**src/hw/rtl/bsr_pkg.sv**
```systemverilog
// Package for the barcode stable rank block: payload structs, the sequencer
// state type, the compare unit result and shared constants. No dependencies.
package bsr_pkg;

  localparam int unsigned ValueW         = 32;
  localparam int unsigned RankW          = 6;
  localparam int unsigned MaxBarsDefault = 32;

  typedef struct packed {
    logic [ValueW-1:0] birth_value;
    logic [ValueW-1:0] death_value;
    logic              death_is_finite;
    logic              last_bar;
  } bar_t;

  typedef struct packed {
    logic [ValueW-1:0] step_position;
    logic [RankW-1:0]  rank_value;
    logic              last_point;
    logic              overflowed;
  } point_t;

  // Result of the shared compare unit for operands a and b.
  typedef struct packed {
    logic              gt;    // a > b
    logic              eq;    // a == b
    logic [ValueW-1:0] diff;  // a - b, saturated to zero when b > a
  } cmp_res_t;

  typedef enum logic [2:0] {
    ST_IDLE,
    ST_INS,
    ST_PUT,
    ST_EMIT0,
    ST_SCAN,
    ST_TAIL
  } bsr_state_e;

endpackage

```
**src/hw/rtl/barcode_stable_rank.sv**
```systemverilog
// Barcode stable rank, top level. Uses bsr_pkg and bsr_alu.
// An infinite, dropped or first finite bar is taken without insertion; any other finite bar
// is inserted into the store in ascending order, one store shift per cycle.
// After the last bar it emits the point at zero, then scans any finite lifetimes in the store.
// Results are registered before they reach the ports; the receiver cannot stall them.
// Reset (rst_ni low, asynchronous) clears the sequencer and counters; the store is not cleared.
module barcode_stable_rank import bsr_pkg::*; #(
  parameter int unsigned MAX_BARS = MaxBarsDefault
) (
  input  logic   clk_i,
  input  logic   rst_ni,
  input  logic   start_i,
  output logic   busy_o,
  input  bar_t   bar_i,
  output logic   point_valid_o,
  output point_t point_o
);

  // Counters hold 0..MAX_BARS; store indexes cover 0..MAX_BARS-1.
  localparam int unsigned CntW = $clog2(MAX_BARS + 1);
  localparam int unsigned IdxW = (MAX_BARS > 1) ? $clog2(MAX_BARS) : 1;

  bsr_state_e state_q, state_d;

  logic [CntW-1:0]   fin_cnt_q, fin_cnt_d;
  logic [CntW-1:0]   bar_cnt_q, bar_cnt_d;
  logic              ovf_q, ovf_d;
  logic              last_q, last_d;
  logic [CntW-1:0]   j_q, j_d;
  logic [CntW-1:0]   idx_q, idx_d;
  logic [CntW-1:0]   surv_q, surv_d;
  logic              first_q, first_d;
  logic [ValueW-1:0] key_q, key_d;
  logic [ValueW-1:0] prev_q, prev_d;
  logic              pt_valid_q, pt_valid_d;
  point_t            pt_q, pt_d;

  // Store of finite lifetimes, kept in ascending order by insertion.
  logic [ValueW-1:0] store_mem [MAX_BARS];
  logic              wr_en, rd_en;
  logic [IdxW-1:0]   wr_addr, rd_addr;
  logic [ValueW-1:0] wr_data, rd_data_q;

  logic [ValueW-1:0] alu_a, alu_b;
  cmp_res_t          alu_res;

  logic            accept, room;
  logic [CntW-1:0] fin_m1, j_m1, j_m2, idx_p1, surv_m1, bar_p1, fin_p1;

  assign accept  = start_i && (state_q == ST_IDLE);
  assign room    = (bar_cnt_q < CntW'(MAX_BARS));
  assign fin_m1  = fin_cnt_q - CntW'(1);
  assign fin_p1  = fin_cnt_q + CntW'(1);
  assign bar_p1  = bar_cnt_q + CntW'(1);
  assign j_m1    = j_q - CntW'(1);
  assign j_m2    = j_q - CntW'(2);
  assign idx_p1  = idx_q + CntW'(1);
  assign surv_m1 = surv_q - CntW'(1);

  // The one compare unit serves three purposes. On an incoming bar it forms
  // the saturated lifetime, during insertion it decides whether a stored
  // entry moves up, and during the scan it detects a new distinct lifetime.
  always_comb begin
    case (state_q)
      ST_IDLE: begin
        alu_a = bar_i.death_value;
        alu_b = bar_i.birth_value;
      end
      ST_SCAN: begin
        alu_a = rd_data_q;
        alu_b = prev_q;
      end
      default: begin
        alu_a = rd_data_q;
        alu_b = key_q;
      end
    endcase
  end

  bsr_alu u_alu (
    .a_i   (alu_a),
    .b_i   (alu_b),
    .res_o (alu_res)
  );

  // Next state.
  always_comb begin
    state_d = state_q;
    case (state_q)
      ST_IDLE: begin
        if (accept) begin
          if (room && bar_i.death_is_finite && (fin_cnt_q != '0)) begin
            state_d = ST_INS;
          end else if (bar_i.last_bar) begin
            state_d = ST_EMIT0;
          end
        end
      end
      ST_INS: begin
        if (alu_res.gt) begin
          if (j_q == CntW'(1)) begin
            state_d = ST_PUT;
          end
        end else begin
          state_d = last_q ? ST_EMIT0 : ST_IDLE;
        end
      end
      ST_PUT: begin
        state_d = last_q ? ST_EMIT0 : ST_IDLE;
      end
      ST_EMIT0: begin
        state_d = (fin_cnt_q == '0) ? ST_IDLE : ST_SCAN;
      end
      ST_SCAN: begin
        if (idx_q == fin_m1) begin
          state_d = ST_TAIL;
        end
      end
      ST_TAIL: begin
        state_d = ST_IDLE;
      end
      default: begin
        state_d = ST_IDLE;
      end
    endcase
  end

  // Datapath controls and register updates.
  always_comb begin
    fin_cnt_d  = fin_cnt_q;
    bar_cnt_d  = bar_cnt_q;
    ovf_d      = ovf_q;
    last_d     = last_q;
    j_d        = j_q;
    idx_d      = idx_q;
    surv_d     = surv_q;
    first_d    = first_q;
    key_d      = key_q;
    prev_d     = prev_q;
    pt_valid_d = 1'b0;
    pt_d       = pt_q;
    wr_en      = 1'b0;
    wr_addr    = j_q[IdxW-1:0];
    wr_data    = key_q;
    rd_en      = 1'b0;
    rd_addr    = '0;
    case (state_q)
      ST_IDLE: begin
        if (accept) begin
          last_d = bar_i.last_bar;
          key_d  = alu_res.diff;
          j_d    = fin_cnt_q;
          if (room) begin
            bar_cnt_d = bar_p1;
            if (bar_i.death_is_finite) begin
              fin_cnt_d = fin_p1;
              if (fin_cnt_q == '0) begin
                wr_en   = 1'b1;
                wr_addr = '0;
                wr_data = alu_res.diff;
              end else begin
                rd_en   = 1'b1;
                rd_addr = fin_m1[IdxW-1:0];
              end
            end
          end else begin
            ovf_d = 1'b1;
          end
        end
      end
      ST_INS: begin
        // rd_data_q holds entry j-1; a larger entry moves up to slot j.
        wr_en = 1'b1;
        if (alu_res.gt) begin
          wr_data = rd_data_q;
          j_d     = j_m1;
          if (j_q != CntW'(1)) begin
            rd_en   = 1'b1;
            rd_addr = j_m2[IdxW-1:0];
          end
        end
      end
      ST_PUT: begin
        wr_en = 1'b1;
      end
      ST_EMIT0: begin
        pt_valid_d       = 1'b1;
        pt_d.step_position = '0;
        pt_d.rank_value  = RankW'(bar_cnt_q);
        pt_d.last_point  = (fin_cnt_q == '0);
        pt_d.overflowed  = ovf_q;
        surv_d           = bar_cnt_q;
        idx_d            = '0;
        first_d          = 1'b1;
        if (fin_cnt_q == '0) begin
          fin_cnt_d = '0;
          bar_cnt_d = '0;
          ovf_d     = 1'b0;
        end else begin
          rd_en = 1'b1;
        end
      end
      ST_SCAN: begin
        // A change of value closes the step of the previous lifetime.
        if (!first_q && !alu_res.eq) begin
          pt_valid_d         = 1'b1;
          pt_d.step_position = prev_q;
          pt_d.rank_value    = RankW'(surv_q);
          pt_d.last_point    = 1'b0;
          pt_d.overflowed    = ovf_q;
        end
        prev_d  = rd_data_q;
        surv_d  = surv_m1;
        first_d = 1'b0;
        idx_d   = idx_p1;
        if (idx_q != fin_m1) begin
          rd_en   = 1'b1;
          rd_addr = idx_p1[IdxW-1:0];
        end
      end
      ST_TAIL: begin
        pt_valid_d         = 1'b1;
        pt_d.step_position = prev_q;
        pt_d.rank_value    = RankW'(surv_q);
        pt_d.last_point    = 1'b1;
        pt_d.overflowed    = ovf_q;
        fin_cnt_d          = '0;
        bar_cnt_d          = '0;
        ovf_d              = 1'b0;
      end
      default: begin
        pt_valid_d = 1'b0;
      end
    endcase
  end

  always_ff @(posedge clk_i) begin
    if (wr_en) begin
      store_mem[wr_addr] <= wr_data;
    end
    if (rd_en) begin
      rd_data_q <= store_mem[rd_addr];
    end
  end

  always_ff @(posedge clk_i or negedge rst_ni) begin
    if (!rst_ni) begin
      state_q    <= ST_IDLE;
      fin_cnt_q  <= '0;
      bar_cnt_q  <= '0;
      ovf_q      <= 1'b0;
      last_q     <= 1'b0;
      j_q        <= '0;
      idx_q      <= '0;
      surv_q     <= '0;
      first_q    <= 1'b0;
      pt_valid_q <= 1'b0;
    end else begin
      state_q    <= state_d;
      fin_cnt_q  <= fin_cnt_d;
      bar_cnt_q  <= bar_cnt_d;
      ovf_q      <= ovf_d;
      last_q     <= last_d;
      j_q        <= j_d;
      idx_q      <= idx_d;
      surv_q     <= surv_d;
      first_q    <= first_d;
      pt_valid_q <= pt_valid_d;
    end
  end

  // Payload registers carry no reset.
  always_ff @(posedge clk_i) begin
    key_q  <= key_d;
    prev_q <= prev_d;
    pt_q   <= pt_d;
  end

  assign busy_o        = (state_q != ST_IDLE);
  assign point_valid_o = pt_valid_q;
  assign point_o       = pt_q;

endmodule

```
**src/hw/rtl/bsr_alu.sv**
```systemverilog
// Shared compare and subtract unit of the barcode stable rank block.
// Depends on bsr_pkg for the value width and the result struct.
module bsr_alu import bsr_pkg::*; (
  input  logic [ValueW-1:0] a_i,
  input  logic [ValueW-1:0] b_i,
  output cmp_res_t          res_o
);

  logic [ValueW:0] sub;

  // The borrow bit of one subtraction gives the ordering and the saturation.
  assign sub        = {1'b0, a_i} - {1'b0, b_i};
  assign res_o.gt   = !sub[ValueW] && (sub[ValueW-1:0] != '0);
  assign res_o.eq   = (a_i == b_i);
  assign res_o.diff = sub[ValueW] ? '0 : sub[ValueW-1:0];

endmodule

```
**config.mk**
```make
export PLATFORM = sky130hd
export DESIGN_NAME = barcode_stable_rank
export DESIGN_NICKNAME = d
export VERILOG_FILES = /design/src/hw/rtl/bsr_pkg.sv /design/src/hw/rtl/barcode_stable_rank.sv /design/src/hw/rtl/bsr_alu.sv
export SDC_FILE = /design/constraint.sdc
export NUM_CORES = 2
export LEC_CHECK = 0
export ABC_AREA = 1
export BUFFER_PORTS_ARGS = -buffer_cell sky130_fd_sc_hd__buf_2
export CELL_PAD_IN_SITES_DETAIL_PLACEMENT = 0
export CELL_PAD_IN_SITES_GLOBAL_PLACEMENT = 1
export CORE_MARGIN = 2
export CORE_UTILIZATION = 51
export CTS_CLUSTER_DIAMETER = 80
export DETAILED_ROUTE_END_ITERATION = 12
export PLACE_DENSITY_LB_ADDON = 0.1
export SKIP_CTS_REPAIR_TIMING = 1
export SLEW_MARGIN = 15
export SYNTH_ARGS = -nofsm -noshare
export SYNTH_HDL_FRONTEND = slang
export SYNTH_SLANG_ARGS = --single-unit
```
**constraint.sdc**
```tcl
create_clock -name clk_i -period 8.3 [get_ports clk_i]
set_input_delay 0.83 -clock clk_i [delete_from_list [all_inputs] [get_ports clk_i]]
set_output_delay 0.83 -clock clk_i [all_outputs]
set_load 0.02 [all_outputs]
```
==> summary.txt <==
Outcome
  • Outcome: finished clean

Die
  • Core footprint: 103000 um2
  • Chip Height: 327 um
  • Initial Utilization: 51.4%
  • Die ar.: ~110000 um2
  • Die Width: 327 um
  • Row count: 118
  • # IOs: between 100 and 150

Critical path
  • Family with the most delay on the worst path: simple AND/OR/NAND/NOR gates
  • Crit path kind: flop to flop
  • Arrival time worst endpoint: ~7500 ps
  • CP Buf/Inv Count: 3
  • Crit Path Max Fanout: 118
  • Kind of end point of the critical path: flop
  • Crit-path most repeated cell: nand2_1
  • Data required time at the worst endpoint: around 8900 ps
  • Worst setup SP type: flop
  • Critical-path top delay cell: buf_4
  • Reg-to-reg slack, setup: 1440 ps
  • Register-to-Register Path Depth: 28
  • Reg-to-reg endpoint: rd_data_q[22]$_DFFE_PP_
  • R2R Path Start: state_q[1]$_DFFE_PN0P_
  • Delay contributed by the slowest stage of the critical path: 960 ps
  • Cell count along the critical path: 28

CTS
  • Number of buffers inserted during clock tree synthesis: 131
  • Max clock buf depth: 3
  • Clock transition time at the flip-flop clock pins of the worst setup and hold paths: 60 ps
  • Total number of clock tree sinks: 1197
  • Level count of the clock H-tree: 4
  • Clock latency on the worst-skew pair: 750 ps
  • CTS tree: done
  • Buffer cell driving the clock tree root: clkbuf_16

Synth
  • Post-synth EDFFs: 1160
  • Cell types with the largest area share after synthesis: edfxtp_1 65%, nand3_1 14%, nand2_1 7.1%, buf_2 2.0%, inv_1 1.9%
  • Most frequent cells after synthesis: 1525 x nand3_1, 1160 x edfxtp_1, 1009 x nand2_1
  • Number of warnings issued by yosys: 0
  • Cell with the most instances after synthesis: nand3_1
  • Syn_nets: 5022
  • Share of async-settable or async-resettable flops after synthesis: 3.09%
  • Part of the Yosys area used for sequential elements: around two thirds
  • Post-synthesis average cell area: 10.8 um2
  • Count of cell types in the netlist: 43
  • Gate Count Post-Synth: 4910
  • Flop and latch count out of synthesis: between 1000 and 1500
  • Main synth FF type: edfxtp_1
  • Syn Std Cell Area: 53200 um2
  • Post-synth top area share: 65.5%
  • Cell taking the most area after synthesis: edfxtp_1

Timing
  • Setup repair after global routing missed its margin: false
  • Worst Skew: 28.1 ps
  • Period utilization: approximately 83%
  • Final hold violations: 0
  • Max-slew headroom: between 10% and 20%
  • Transition time at the pin with the least slew margin: 1210 ps
  • Max Fclk: 146 MHz
  • Post-route minimum period: 6860 ps
  • Hold Worst Slack: between 200 and 250 ps
  • Final setup TNS: 0 ps
  • Setup-failing EPs final: 0
  • Post-route setup slack: 1440 ps
  • Final Slew Violations: 0

Pwr
  • Leakage power summed over all cells: 21.9 nW
  • Seq pwr share: 34.8%
  • Total power of the final layout: 28.7 mW
  • PwrDens: between 400 and 500 nW/um2
  • Sw power: 12.6 mW
  • Share of total power in combinational logic: about 46%
  • Switching Share: a little over two fifths
  • Internal power of the cells: 16.2 mW
  • IR Drop Worst-Case VDD: 0.341 mV
  • Clock power frac: about 20%

Placed design
  • Placed Instance Area: approximately 55000 um2
  • Final estimated routing congestion in global placement: 0.928
  • Port Buffer Count: 110
  • Pre-CTS worst setup slack: 1530 ps
  • Post-DP HPWL: around 86000 um
  • Placed cell count: slightly above 6000

Final layout
  • Layout Cells excl Fill: around 6400
  • Number of inserted diodes: 0
  • Share of post-route cells with drive strength above 1: roughly 9.0%
  • Area grow syn2layout: 11.6%
  • Area of all placed cells without fillers: between 50000 and 60000 um2
  • Nets@finish: 5054
  • Utilization after layout: ~57%

Worst hold path
  • Class of the tightest hold or removal check: primary input to asynchronous set/reset pin

Global route
  • Total congestion overflow: 0
  • Total global routing track utilization: 30.3%
  • Pin count of the biggest net entering global routing: 185
  • Via count of the first global-routing pass: around 36000
  • Number of antenna violations at the first check in global routing: 6
  • Global-route wire length before repair: between 200000 and 250000 um

Route
  • Via count: 38700
  • Routed WL: 164000 um
  • Initial DRC count: 4598
  • Drt first pass iters: 6
  • Number of design rule violations left after detail routing: 0
  • ANT nets after route: 0
  • Avg Vias per Cell: ~6.0
  • Wire length per cell after detailed routing: around 26 um

Run
  • Max Cap Violations: 0
==> sequential cells by signal, indices dropped and copies added (netlist names), 3 cells and up <==
name,flops
bar_cnt_q,6
store_mem,1024
point_o,40
j_q,6
fin_cnt_q,6
idx_q,6
prev_q,32
surv_q,6
rd_data_q,32
key_q,32
state_q,3
==> kinds of logic (layout without fill, tap and decap cells) <==
logic type                 count (synthesis)  in the layout  share of synthesized area (%)
DFF                                     1197           1197                           67.2
and+or+nand+nor                         2752           2752                           23.2
muxes                                      1              1                         0.0188
xor gates and xnor gates                  21             21                          0.346
adders and majority gates                 43             43                           1.03
buffers and inverters                    593            723                           4.77
AOI/OAI and AO/OA                        303            303                           3.36
==> placed cells by master (no fill, tap or decap), types with 5 or more instances in the layout <==
cell,n
a21oi_1,111
buf_12,12
buf_2,110
buf_4,100
bufinv_16,8
clkbuf_1,33
clkbuf_16,137
clkinv_1,29
clkinv_2,16
dfrtp_1,37
edfxtp_1,1160
ha_1,42
inv_1,256
inv_2,8
inv_6,5
nand2_1,1004
nand3_1,1525
nand4_1,15
nor2_1,142
nor2_4,32
nor3_1,17
o211ai_1,34
o21ai_0,102
o221ai_1,35
o22ai_1,7
xnor2_1,7
xor2_1,14
==> per-layer routing <==
metal / GRT usage (%) / share of wire [%] / vias to the layer above
met2: 46.6 / 45 / 1867
met4: 12.7 / 4.2 / 0
met1: 42.6 / 41 / 18800
met3: 5.70 / 9.6 / 363
li1: - / - / 17600
met5: 0 / 0 / -
==> worst max-delay path by stage <==
| stage | from | to | slack, ps |
|---|---|---|---|
| final | state_q[1]$_DFFE_PN0P_ | rd_data_q[22]$_DFFE_PP_ | 1440 |
| after global placement | state_q[1]$_DFFE_PN0P_ | rd_data_q[21]$_DFFE_PP_ | 1580 |
| after detailed placement | state_q[1]$_DFFE_PN0P_ | rd_data_q[22]$_DFFE_PP_ | 1530 |
| after floorplan | state_q[1]$_DFFE_PN0P_ | store_mem[0][31]$_DFFE_PP_ | 2510 |
| after global routing | state_q[1]$_DFFE_PN0P_ | rd_data_q[21]$_DFFE_PP_ | 1020 |
| after CTS | state_q[1]$_DFFE_PN0P_ | rd_data_q[28]$_DFFE_PP_ | 1500 |
==> area by class of cell <==
| type | count | area, um2 |
|---|---|---|
| sequential | 1197 | 35800 |
| tap | 1380 | 1730 |
| clock inverter | 61 | 568 |
| timing repair buffer | 222 | 1540 |
| inverter | 270 | 1030 |
| multi-input combinational | 3120 | 15200 |
| clock buffer | 170 | 3550 |
| fill | 8762 | 44100 |
==> worst register-to-register path: cells and delay by family (launching register included) <==
kind | cells | cell delay (ps)
flip-flops | 1 | 420
buffers and inverters | 3 | 1460
adder cells (fa/ha/maj) | 1 | 270
AO/OA/AOI/OAI | 1 | 80
AND/OR/NAND/NOR | 23 | 4480
==> power by group through the flow <==
stage	combinational (mW)	sequential [mW]	clock, mW
after global placement	12.9	10.1	0
after detailed placement	12.9	10.1	0
after CTS	13.0	9.99	5.71
final	13.1	10.0	5.65
after global routing	14.5	10.1	5.94
after floorplan	8.39	10.0	0
No activity file was read; power rests on OpenSTA's default activity.
